$ cat config.mk
export PLATFORM = sky130hd
export DESIGN_NAME = record_sort_by_date
export DESIGN_NICKNAME = d
export VERILOG_FILES = /design/src/rsd_pkg.sv /design/src/rsd_mem.sv /design/src/rsd_cmp.sv /design/src/record_sort_by_date.sv
export SDC_FILE = /design/constraint.sdc
export NUM_CORES = 2
export LEC_CHECK = 0
export ABC_CLOCK_PERIOD_IN_PS = 11800
export BUFFER_PORTS_ARGS = -buffer_cell sky130_fd_sc_hd__buf_2
export CORE_UTILIZATION = 50
export CTS_CLUSTER_DIAMETER = 100
export CTS_CLUSTER_SIZE = 20
export DETAILED_ROUTE_END_ITERATION = 8
export PLACE_DENSITY = 0.66
export RECOVER_POWER = 25
export SETUP_SLACK_MARGIN = 0.05
export SKIP_LAST_GASP = 1
export SYNTH_ARGS = -nofsm -noshare
export SYNTH_HDL_FRONTEND = slang
export SYNTH_SLANG_ARGS = --single-unit
$ cat constraint.sdc
create_clock -name clk_i -period 11.8 [get_ports clk_i]
set_clock_uncertainty 0.1 [all_clocks]
set_input_delay 3.54 -clock clk_i [delete_from_list [all_inputs] [get_ports clk_i]]
set_output_delay 3.54 -clock clk_i [all_outputs]
set_load 0.01 [all_outputs]
$ cat src/rsd_pkg.sv
// Shared types and constants for the date-ordered record sorter.
package rsd_pkg;

  // Default capacity of the record store.
  localparam int unsigned RSD_MAX_RECORDS = 32;

  // Field widths of one record.
  localparam int unsigned RSD_TAG_W   = 16;
  localparam int unsigned RSD_DAY_W   = 5;
  localparam int unsigned RSD_MONTH_W = 4;
  localparam int unsigned RSD_YEAR_W  = 12;
  localparam int unsigned RSD_KEY_W   = RSD_YEAR_W + RSD_MONTH_W + RSD_DAY_W;

  // One stored record.
  typedef struct packed {
    logic [RSD_TAG_W-1:0]   tag;
    logic [RSD_DAY_W-1:0]   day;
    logic [RSD_MONTH_W-1:0] month;
    logic [RSD_YEAR_W-1:0]  year;
  } rsd_rec_t;

  // Sort key: year is most significant, then month, then day.
  function automatic logic [RSD_KEY_W-1:0] rsd_key(input rsd_rec_t r);
    rsd_key = {r.year, r.month, r.day};
  endfunction

endpackage

$ cat src/rsd_mem.sv
// Record store: one write port and one registered read port.
module rsd_mem #(
  parameter int unsigned Depth = rsd_pkg::RSD_MAX_RECORDS,
  parameter int unsigned AddrW = $clog2(Depth)
) (
  input  logic             clk_i,
  input  logic             we_i,
  input  logic [AddrW-1:0] waddr_i,
  input  rsd_pkg::rsd_rec_t wdata_i,
  input  logic [AddrW-1:0] raddr_i,
  output rsd_pkg::rsd_rec_t rdata_o
);
  import rsd_pkg::*;

  rsd_rec_t mem_q [Depth];
  rsd_rec_t rdata_q;

  // Write when we_i is high and read every cycle; read data is registered and appears in the cycle after the address.
  always_ff @(posedge clk_i) begin
    if (we_i) begin
      mem_q[waddr_i] <= wdata_i;
    end
    rdata_q <= mem_q[raddr_i];
  end

  assign rdata_o = rdata_q;

endmodule

$ cat src/rsd_cmp.sv
// Shared key comparator: tells whether the held record must move past another.
module rsd_cmp (
  input  rsd_pkg::rsd_rec_t held_i,
  input  rsd_pkg::rsd_rec_t other_i,
  output logic              swap_o
);
  import rsd_pkg::*;

  // A swap is needed when the held record's date is strictly later.
  assign swap_o = rsd_key(held_i) > rsd_key(other_i);

endmodule

$ cat src/record_sort_by_date.sv
// Top level of the date-ordered record sorter with its sequencer.
//
// Usage: present a record on record_tag_i, day_i, month_i and year_i and
// raise start_i; the transaction is taken at a clock edge with busy_o low.
// Records past the store capacity are dropped and the burst then reports
// overflow_o. A record with last_i high ends the set: busy_o rises, the
// stored records are exchange-sorted by (year, month, day) and emitted in
// ascending order, one per cycle, each marked by valid_o for one cycle,
// with out_last_o on the final one.
// Each outer pass fetches the held record (S_RDI, S_RDJ), compares it with
// each remaining entry in S_CMP and writes it back in S_WRI, all through
// the single read port of the store and the one shared comparator.
// The receiver cannot stall; results are shown once and must be taken.
// Reset empties the set and clears the overflow flag; store contents are
// left as they are and never shown with valid_o before they are written.
module record_sort_by_date #(
  parameter int unsigned MAX_RECORDS = rsd_pkg::RSD_MAX_RECORDS
) (
  input  logic                           clk_i,
  input  logic                           rst_ni,
  input  logic                           start_i,
  output logic                           busy_o,
  input  logic [rsd_pkg::RSD_TAG_W-1:0]   record_tag_i,
  input  logic [rsd_pkg::RSD_DAY_W-1:0]   day_i,
  input  logic [rsd_pkg::RSD_MONTH_W-1:0] month_i,
  input  logic [rsd_pkg::RSD_YEAR_W-1:0]  year_i,
  input  logic                           last_i,
  output logic                           valid_o,
  output logic [rsd_pkg::RSD_TAG_W-1:0]   out_tag_o,
  output logic [rsd_pkg::RSD_DAY_W-1:0]   out_day_o,
  output logic [rsd_pkg::RSD_MONTH_W-1:0] out_month_o,
  output logic [rsd_pkg::RSD_YEAR_W-1:0]  out_year_o,
  output logic                           out_last_o,
  output logic                           overflow_o
);
  import rsd_pkg::*;

  localparam int unsigned IdxW = $clog2(MAX_RECORDS);
  localparam int unsigned CntW = $clog2(MAX_RECORDS + 1);

  // Sequencer states.
  localparam logic [2:0] S_LOAD  = 3'd0;
  localparam logic [2:0] S_RDI   = 3'd1;
  localparam logic [2:0] S_RDJ   = 3'd2;
  localparam logic [2:0] S_CMP   = 3'd3;
  localparam logic [2:0] S_WRI   = 3'd4;
  localparam logic [2:0] S_EMIT  = 3'd5;
  localparam logic [2:0] S_DRAIN = 3'd6;

  logic [2:0]      state_q, state_d;
  logic [CntW-1:0] count_q, count_d;
  logic            dropped_q, dropped_d;
  logic [IdxW-1:0] i_q, i_d;
  logic [IdxW-1:0] j_q, j_d;
  logic            valid_q, valid_d;
  logic            last_q, last_d;
  rsd_rec_t        held_q, held_d;

  logic            we;
  logic [IdxW-1:0] waddr;
  rsd_rec_t        wdata;
  logic [IdxW-1:0] raddr;
  rsd_rec_t        rdata;
  rsd_rec_t        in_rec;
  logic            swap;
  logic            accept;
  logic            has_room;

  assign in_rec   = '{tag: record_tag_i, day: day_i, month: month_i, year: year_i};
  assign accept   = start_i && (state_q == S_LOAD);
  assign has_room = count_q < CntW'(MAX_RECORDS);

  rsd_mem #(
    .Depth(MAX_RECORDS),
    .AddrW(IdxW)
  ) u_mem (
    .clk_i  (clk_i),
    .we_i   (we),
    .waddr_i(waddr),
    .wdata_i(wdata),
    .raddr_i(raddr),
    .rdata_o(rdata)
  );

  rsd_cmp u_cmp (
    .held_i (held_q),
    .other_i(rdata),
    .swap_o (swap)
  );

  // Sequencer: load, exchange sort with the outer entry held in a register, emit.
  always_comb begin
    state_d   = state_q;
    count_d   = count_q;
    dropped_d = dropped_q;
    i_d       = i_q;
    j_d       = j_q;
    held_d    = held_q;
    valid_d   = 1'b0;
    last_d    = last_q;
    we        = 1'b0;
    waddr     = count_q[IdxW-1:0];
    wdata     = in_rec;
    raddr     = i_q;
    unique case (state_q)
      S_LOAD: begin
        if (accept) begin
          if (has_room) begin
            we      = 1'b1;
            count_d = count_q + CntW'(1);
          end else begin
            dropped_d = 1'b1;
          end
          if (last_i) begin
            i_d     = '0;
            state_d = (count_d == CntW'(1)) ? S_EMIT : S_RDI;
          end
        end
      end
      S_RDI: begin
        raddr   = i_q;
        j_d     = i_q + IdxW'(1);
        state_d = S_RDJ;
      end
      S_RDJ: begin
        held_d  = rdata;
        raddr   = j_q;
        state_d = S_CMP;
      end
      S_CMP: begin
        // Compare against entry j; on a swap the held record goes to j.
        if (swap) begin
          we     = 1'b1;
          waddr  = j_q;
          wdata  = held_q;
          held_d = rdata;
        end
        raddr = j_q + IdxW'(1);
        if (CntW'(j_q) + CntW'(1) == count_q) begin
          state_d = S_WRI;
        end else begin
          j_d = j_q + IdxW'(1);
        end
      end
      S_WRI: begin
        we    = 1'b1;
        waddr = i_q;
        wdata = held_q;
        if (CntW'(i_q) + CntW'(2) == count_q) begin
          i_d     = '0;
          state_d = S_EMIT;
        end else begin
          i_d     = i_q + IdxW'(1);
          state_d = S_RDI;
        end
      end
      S_EMIT: begin
        // Issue one read a cycle; the registered result shows in the cycle after.
        raddr   = i_q;
        valid_d = 1'b1;
        last_d  = (CntW'(i_q) + CntW'(1) == count_q);
        if (last_d) begin
          state_d = S_DRAIN;
        end else begin
          i_d = i_q + IdxW'(1);
        end
      end
      S_DRAIN: begin
        count_d   = '0;
        dropped_d = 1'b0;
        state_d   = S_LOAD;
      end
      default: begin
        state_d = S_LOAD;
      end
    endcase
  end

  // Control registers.
  always_ff @(posedge clk_i or negedge rst_ni) begin
    if (!rst_ni) begin
      state_q   <= S_LOAD;
      count_q   <= '0;
      dropped_q <= 1'b0;
      i_q       <= '0;
      j_q       <= '0;
      valid_q   <= 1'b0;
      last_q    <= 1'b0;
    end else begin
      state_q   <= state_d;
      count_q   <= count_d;
      dropped_q <= dropped_d;
      i_q       <= i_d;
      j_q       <= j_d;
      valid_q   <= valid_d;
      last_q    <= last_d;
    end
  end

  // Held record of the outer loop.
  always_ff @(posedge clk_i) begin
    held_q <= held_d;
  end

  assign busy_o      = (state_q != S_LOAD);
  assign valid_o     = valid_q;
  assign out_tag_o   = rdata.tag;
  assign out_day_o   = rdata.day;
  assign out_month_o = rdata.month;
  assign out_year_o  = rdata.year;
  assign out_last_o  = last_q;
  assign overflow_o  = dropped_q;

endmodule

==> flow_summary.html <==
<table>
<tr><th>Metric</th><th>Value</th></tr>
<tr><th colspan="2">Critical path</th></tr>
<tr><td>Launching element type of the critical path</td><td>flip-flop</td></tr>
<tr><td>Kind of cell with the highest combined delay on the critical path</td><td>simple AND/OR/NAND/NOR gates</td></tr>
<tr><td>Delay of the slowest cell on the worst path</td><td>2.30 ns</td></tr>
<tr><td>Biggest fanout along the worst timing path</td><td>32</td></tr>
<tr><td>Worst EP required</td><td>11.94 ns</td></tr>
<tr><td>Critical Path Sink Type</td><td>flip-flop</td></tr>
<tr><td>Sequence of cells on the critical path</td><td>ha_1, nand4_1, nor4_1, nand2_1, nand2_1, nor2_1, nor2_1, clkbuf_1, mux2_1</td></tr>
<tr><td>Number of buffer and inverter instances along the worst setup path</td><td>1</td></tr>
<tr><td>Arrival time worst endpoint</td><td>8.18 ns</td></tr>
<tr><td>Cell with the biggest individual delay on the critical path</td><td>sky130_fd_sc_hd__nor2_1</td></tr>
<tr><td>Critical path start-end classification</td><td>reg2reg</td></tr>
<tr><th colspan="2">Placement</th></tr>
<tr><td>Placed cell area</td><td>52500 um2</td></tr>
<tr><td>Total half-perimeter wirelength after legalization and detailed placement</td><td>76.7 mm</td></tr>
<tr><td>Final GP Congestion</td><td>0.850</td></tr>
<tr><td>Number of input and output port buffers inserted</td><td>81</td></tr>
<tr><th colspan="2">Status</th></tr>
<tr><td>Violations in the final reports</td><td>capacitance limit, slew limit</td></tr>
<tr><td>Run status</td><td>finished with violations</td></tr>
<tr><th colspan="2">Final layout</th></tr>
<tr><td>Post-route cell area</td><td>54500 um2</td></tr>
<tr><td>Fill cell count</td><td>7370</td></tr>
<tr><td>Layout-stage area growth over the synthesis result</td><td>8.39%</td></tr>
<tr><td>Fraction of final layout cells sized beyond drive strength 1</td><td>23.5%</td></tr>
<tr><td>Layout net count</td><td>2502</td></tr>
<tr><th colspan="2">Synth</th></tr>
<tr><td>Area share of the leading cell type in the synthesized netlist</td><td>72.9%</td></tr>
<tr><td>Ys flop type</td><td>sky130_fd_sc_hd__edfxtp_1</td></tr>
<tr><td>Top post-synthesis cells by count</td><td>sky130_fd_sc_hd__edfxtp_1 (1221), sky130_fd_sc_hd__mux4_2 (296), sky130_fd_sc_hd__mux2i_1 (114)</td></tr>
<tr><td>Number of instances in the synthesized netlist</td><td>2333</td></tr>
<tr><td>Distinct cell type count after synthesis</td><td>69</td></tr>
<tr><td>Flop and latch count out of synthesis</td><td>1280</td></tr>
<tr><td>Syn Std Cell Area</td><td>50300 um2</td></tr>
<tr><td>Synth area leader</td><td>sky130_fd_sc_hd__edfxtp_1</td></tr>
<tr><td>Mean area per synthesized cell</td><td>21.5 um2</td></tr>
<tr><td>Most common cell in the synthesized netlist</td><td>sky130_fd_sc_hd__edfxtp_1</td></tr>
<tr><td>Sequential element share of the synthesized area</td><td>75.5%</td></tr>
<tr><td>Synth warn</td><td>0</td></tr>
<tr><td>Post-Synthesis Net Count</td><td>2399</td></tr>
<tr><td>Post-synth ARST share</td><td>1.72%</td></tr>
<tr><td>Biggest area contributors in the synthesized netlist</td><td>sky130_fd_sc_hd__edfxtp_1 (73%), sky130_fd_sc_hd__mux4_2 (13%), sky130_fd_sc_hd__mux2i_1 (2.3%)</td></tr>
<tr><td>EDFF count, synth</td><td>1221</td></tr>
<tr><th colspan="2">Detailed routing</th></tr>
<tr><td>DRT Pass-1 Iters</td><td>6</td></tr>
<tr><td>Number of antenna-violating nets in the routed design</td><td>0</td></tr>
<tr><td>Starting DRC count in detailed routing</td><td>3255</td></tr>
<tr><td>DRC violations left</td><td>0</td></tr>
<tr><td>Routed len/inst</td><td>33.6 um</td></tr>
<tr><td>Vias per std cell</td><td>6.46</td></tr>
<tr><td>Final wirelength</td><td>127 mm</td></tr>
<tr><td>Number of vias in the routed layout</td><td>24400</td></tr>
<tr><th colspan="2">Global route</th></tr>
<tr><td>GR Util All Layers</td><td>25.1%</td></tr>
<tr><td>Number of antenna violations at the first check in global routing</td><td>2</td></tr>
<tr><td>Global routing usage on met2</td><td>38.2%</td></tr>
<tr><td>Met1 Track Usage GR</td><td>37.3%</td></tr>
<tr><td>Total gr overflow</td><td>0</td></tr>
<tr><td>Global-route wire length before repair</td><td>180 mm</td></tr>
<tr><td>Layer with the highest usage after global routing</td><td>met2</td></tr>
<tr><td>M3 GR Usage</td><td>4.79%</td></tr>
<tr><td>Pin count of the biggest net entering global routing</td><td>115</td></tr>
<tr><td>Number of global-route vias before repair</td><td>24100</td></tr>
<tr><th colspan="2">STA</th></tr>
<tr><td>Final setup violation count</td><td>0</td></tr>
<tr><td>Final clock period utilization by the worst path</td><td>68.1%</td></tr>
<tr><td>Final Slew Violations</td><td>540</td></tr>
<tr><td>Transition time of the tightest slew-check pin</td><td>3.48 ns</td></tr>
<tr><td>Setup repair after global routing missed its margin</td><td>false</td></tr>
<tr><td>Post-layout minimum cycle time</td><td>8.03 ns</td></tr>
<tr><td>Number of failing hold endpoints at the final stage</td><td>0</td></tr>
<tr><td>Worst slew margin</td><td>-132%</td></tr>
<tr><td>Total negative slack</td><td>0 ns</td></tr>
<tr><td>Peak clock frequency supported by timing</td><td>124 MHz</td></tr>
<tr><th colspan="2">Clock tree</th></tr>
<tr><td>Total of cells resized after clock tree synthesis</td><td>0</td></tr>
<tr><td>Clock-pin slew of the registers on the worst-case setup and hold paths</td><td>0.08 ns</td></tr>
<tr><td>Skew-Pair Late Insertion Delay</td><td>0.65 ns</td></tr>
<tr><td>H-tree depth reported by CTS</td><td>3</td></tr>
<tr><td>Number of clock buffers inserted by TritonCTS</td><td>74</td></tr>
<tr><td>CTS tree</td><td>yes</td></tr>
<tr><td>Number of hold buffers added after cts</td><td>0</td></tr>
<tr><td>Number of sinks on the clock net</td><td>1280</td></tr>
<tr><td>Buffers from clock root to sink, at most</td><td>3</td></tr>
<tr><td>Number of buffers inserted to repair setup after CTS</td><td>0</td></tr>
<tr><td>Clock root buffer</td><td>sky130_fd_sc_hd__clkbuf_16</td></tr>
<tr><th colspan="2">Floorplanning</th></tr>
<tr><td>Overall die height</td><td>319 um</td></tr>
<tr><td>Die Wd</td><td>319 um</td></tr>
<tr><td>Core area</td><td>99000 um2</td></tr>
<tr><td>Number of I/O pins</td><td>82</td></tr>
<tr><td>Row count</td><td>115</td></tr>
<tr><td>Initial core utilization</td><td>50.8%</td></tr>
<tr><td>Die area</td><td>102000 um2</td></tr>
<tr><th colspan="2">Worst hold path</th></tr>
<tr><td>Path class of the lowest-slack min-delay path</td><td>reg2reg</td></tr>
<tr><th colspan="2">Pwr</th></tr>
<tr><td>VDD IR-drop max</td><td>112 uV</td></tr>
<tr><td>Cell Pwr Density</td><td>140 nW/um2</td></tr>
<tr><td>Standby leakage power</td><td>17.6 nW</td></tr>
<tr><th colspan="2">Run</th></tr>
<tr><td>Max-cap violations</td><td>17</td></tr>
</table>
[power by group]
group,switching [mW],leakage [nW],internal (mW)
clock,1.42,1.02,1.23
combinational,0.0573,5.02,0.00794
sequential,0.000497,11.6,4.93
total,1.47,17.6,6.17
[worst reg2reg max path, delay by kind of cell (launching register included)]
kind	cells	cell delay, ns
buffers and inverters	1	1.30
adder cells (fa/ha/maj)	1	0.32
flip-flops	1	0.40
AND/OR/NAND/NOR	6	4.26
multiplexers	1	1.21
[layout make-up]
type | instances | area (um2) | area share [%]
clock buffer | 123 | 2100 | 3.85
antenna | 1 | 2.50 | 0.00459
sequential | 1280 | 38000 | 69.7
clock inverter | 5 | 43.8 | 0.0804
multi-input combinational | 890 | 11700 | 21.4
tap | 1287 | 1610 | 2.96
inverter | 34 | 128 | 0.234
timing repair buffer | 156 | 965 | 1.77
[kinds of logic (layout without fill, tap and decap cells)]
kind of cell	count (synthesis)	in the layout	synth area share (%)
multiplexers	448	448	16.4
buffers and inverters	163	318	1.79
adder cells (fa/ha/maj)	25	25	0.622
other	0	1	0
XOR/XNOR	28	28	0.575
AND/OR/NAND/NOR	227	227	2.13
flip-flops	1280	1280	75.5
AO/OA/AOI/OAI	162	162	2.99
[layout by cell type, fill, tap and decap left out, types with 4 or more instances in the layout]
cell type,n
sky130_fd_sc_hd__a21o_1,4
sky130_fd_sc_hd__a21oi_1,21
sky130_fd_sc_hd__a221o_1,4
sky130_fd_sc_hd__a221oi_1,9
sky130_fd_sc_hd__a221oi_2,34
sky130_fd_sc_hd__a32o_1,37
sky130_fd_sc_hd__buf_12,6
sky130_fd_sc_hd__buf_2,42
sky130_fd_sc_hd__buf_4,61
sky130_fd_sc_hd__clkbuf_1,93
sky130_fd_sc_hd__clkbuf_16,77
sky130_fd_sc_hd__dfrtp_1,22
sky130_fd_sc_hd__dfxtp_1,37
sky130_fd_sc_hd__edfxtp_1,1221
sky130_fd_sc_hd__ha_1,25
sky130_fd_sc_hd__inv_1,33
sky130_fd_sc_hd__mux2_1,24
sky130_fd_sc_hd__mux2_2,14
sky130_fd_sc_hd__mux2i_1,114
sky130_fd_sc_hd__mux4_2,296
sky130_fd_sc_hd__nand2_1,108
sky130_fd_sc_hd__nand3_1,11
sky130_fd_sc_hd__nand4_1,8
sky130_fd_sc_hd__nor2_1,30
sky130_fd_sc_hd__nor2_4,4
sky130_fd_sc_hd__nor3_1,11
sky130_fd_sc_hd__nor4_1,4
sky130_fd_sc_hd__nor4_2,31
sky130_fd_sc_hd__o211ai_1,4
sky130_fd_sc_hd__o21ai_0,18
sky130_fd_sc_hd__xnor2_1,15
sky130_fd_sc_hd__xor2_1,10
[metrics by stage]
step                      utilization (%)  power [mW]  setup WS [ns]  instances  hold WS [ns]
after floorplan                         -        5.06           3.21       2333         0.378
after global placement               53.0        5.10           5.10       3647         0.310
after detailed placement             53.0        5.10           5.00       3647         0.318
after CTS                            55.2        7.68           5.67       3775         0.342
after global routing                 55.0        7.84           3.53       3775         0.359
final                                55.0        7.64           3.77       3776         0.339
[sequential cells by signal, indices dropped and copies added, names as in the netlist]
register	count
u_mem.rdata_o	37
held_q	37
i_q	5
overflow_o	1
out_last_o	1
valid_o	1
u_mem.mem_q	1184
j_q	5
count_q	6
state_q	3
[routing by layer]
metal	wire length (um)	share of wire [%]
met1	52000	41
met3	12200	9.6
met4	3440	2.7
met2	59300	47
met5	0	0
[final timing paths]
path	startpoint	endpoint	slack (ns)	cells after the start
setup / recovery	held_q[3]	u_mem.mem_q[7][25]	3.77	9
min in group asynchronous	rst_ni	out_last_o	3.02	1
max in group asynchronous	rst_ni	j_q[1]	7.83	1
hold reg to reg	u_mem.rdata_o[27]	held_q[27]	0.34	0
hold / removal	u_mem.rdata_o[27]	held_q[27]	0.34	0
setup reg to reg	held_q[3]	u_mem.mem_q[7][25]	3.77	9
No activity file was read; power rests on OpenSTA's default activity.
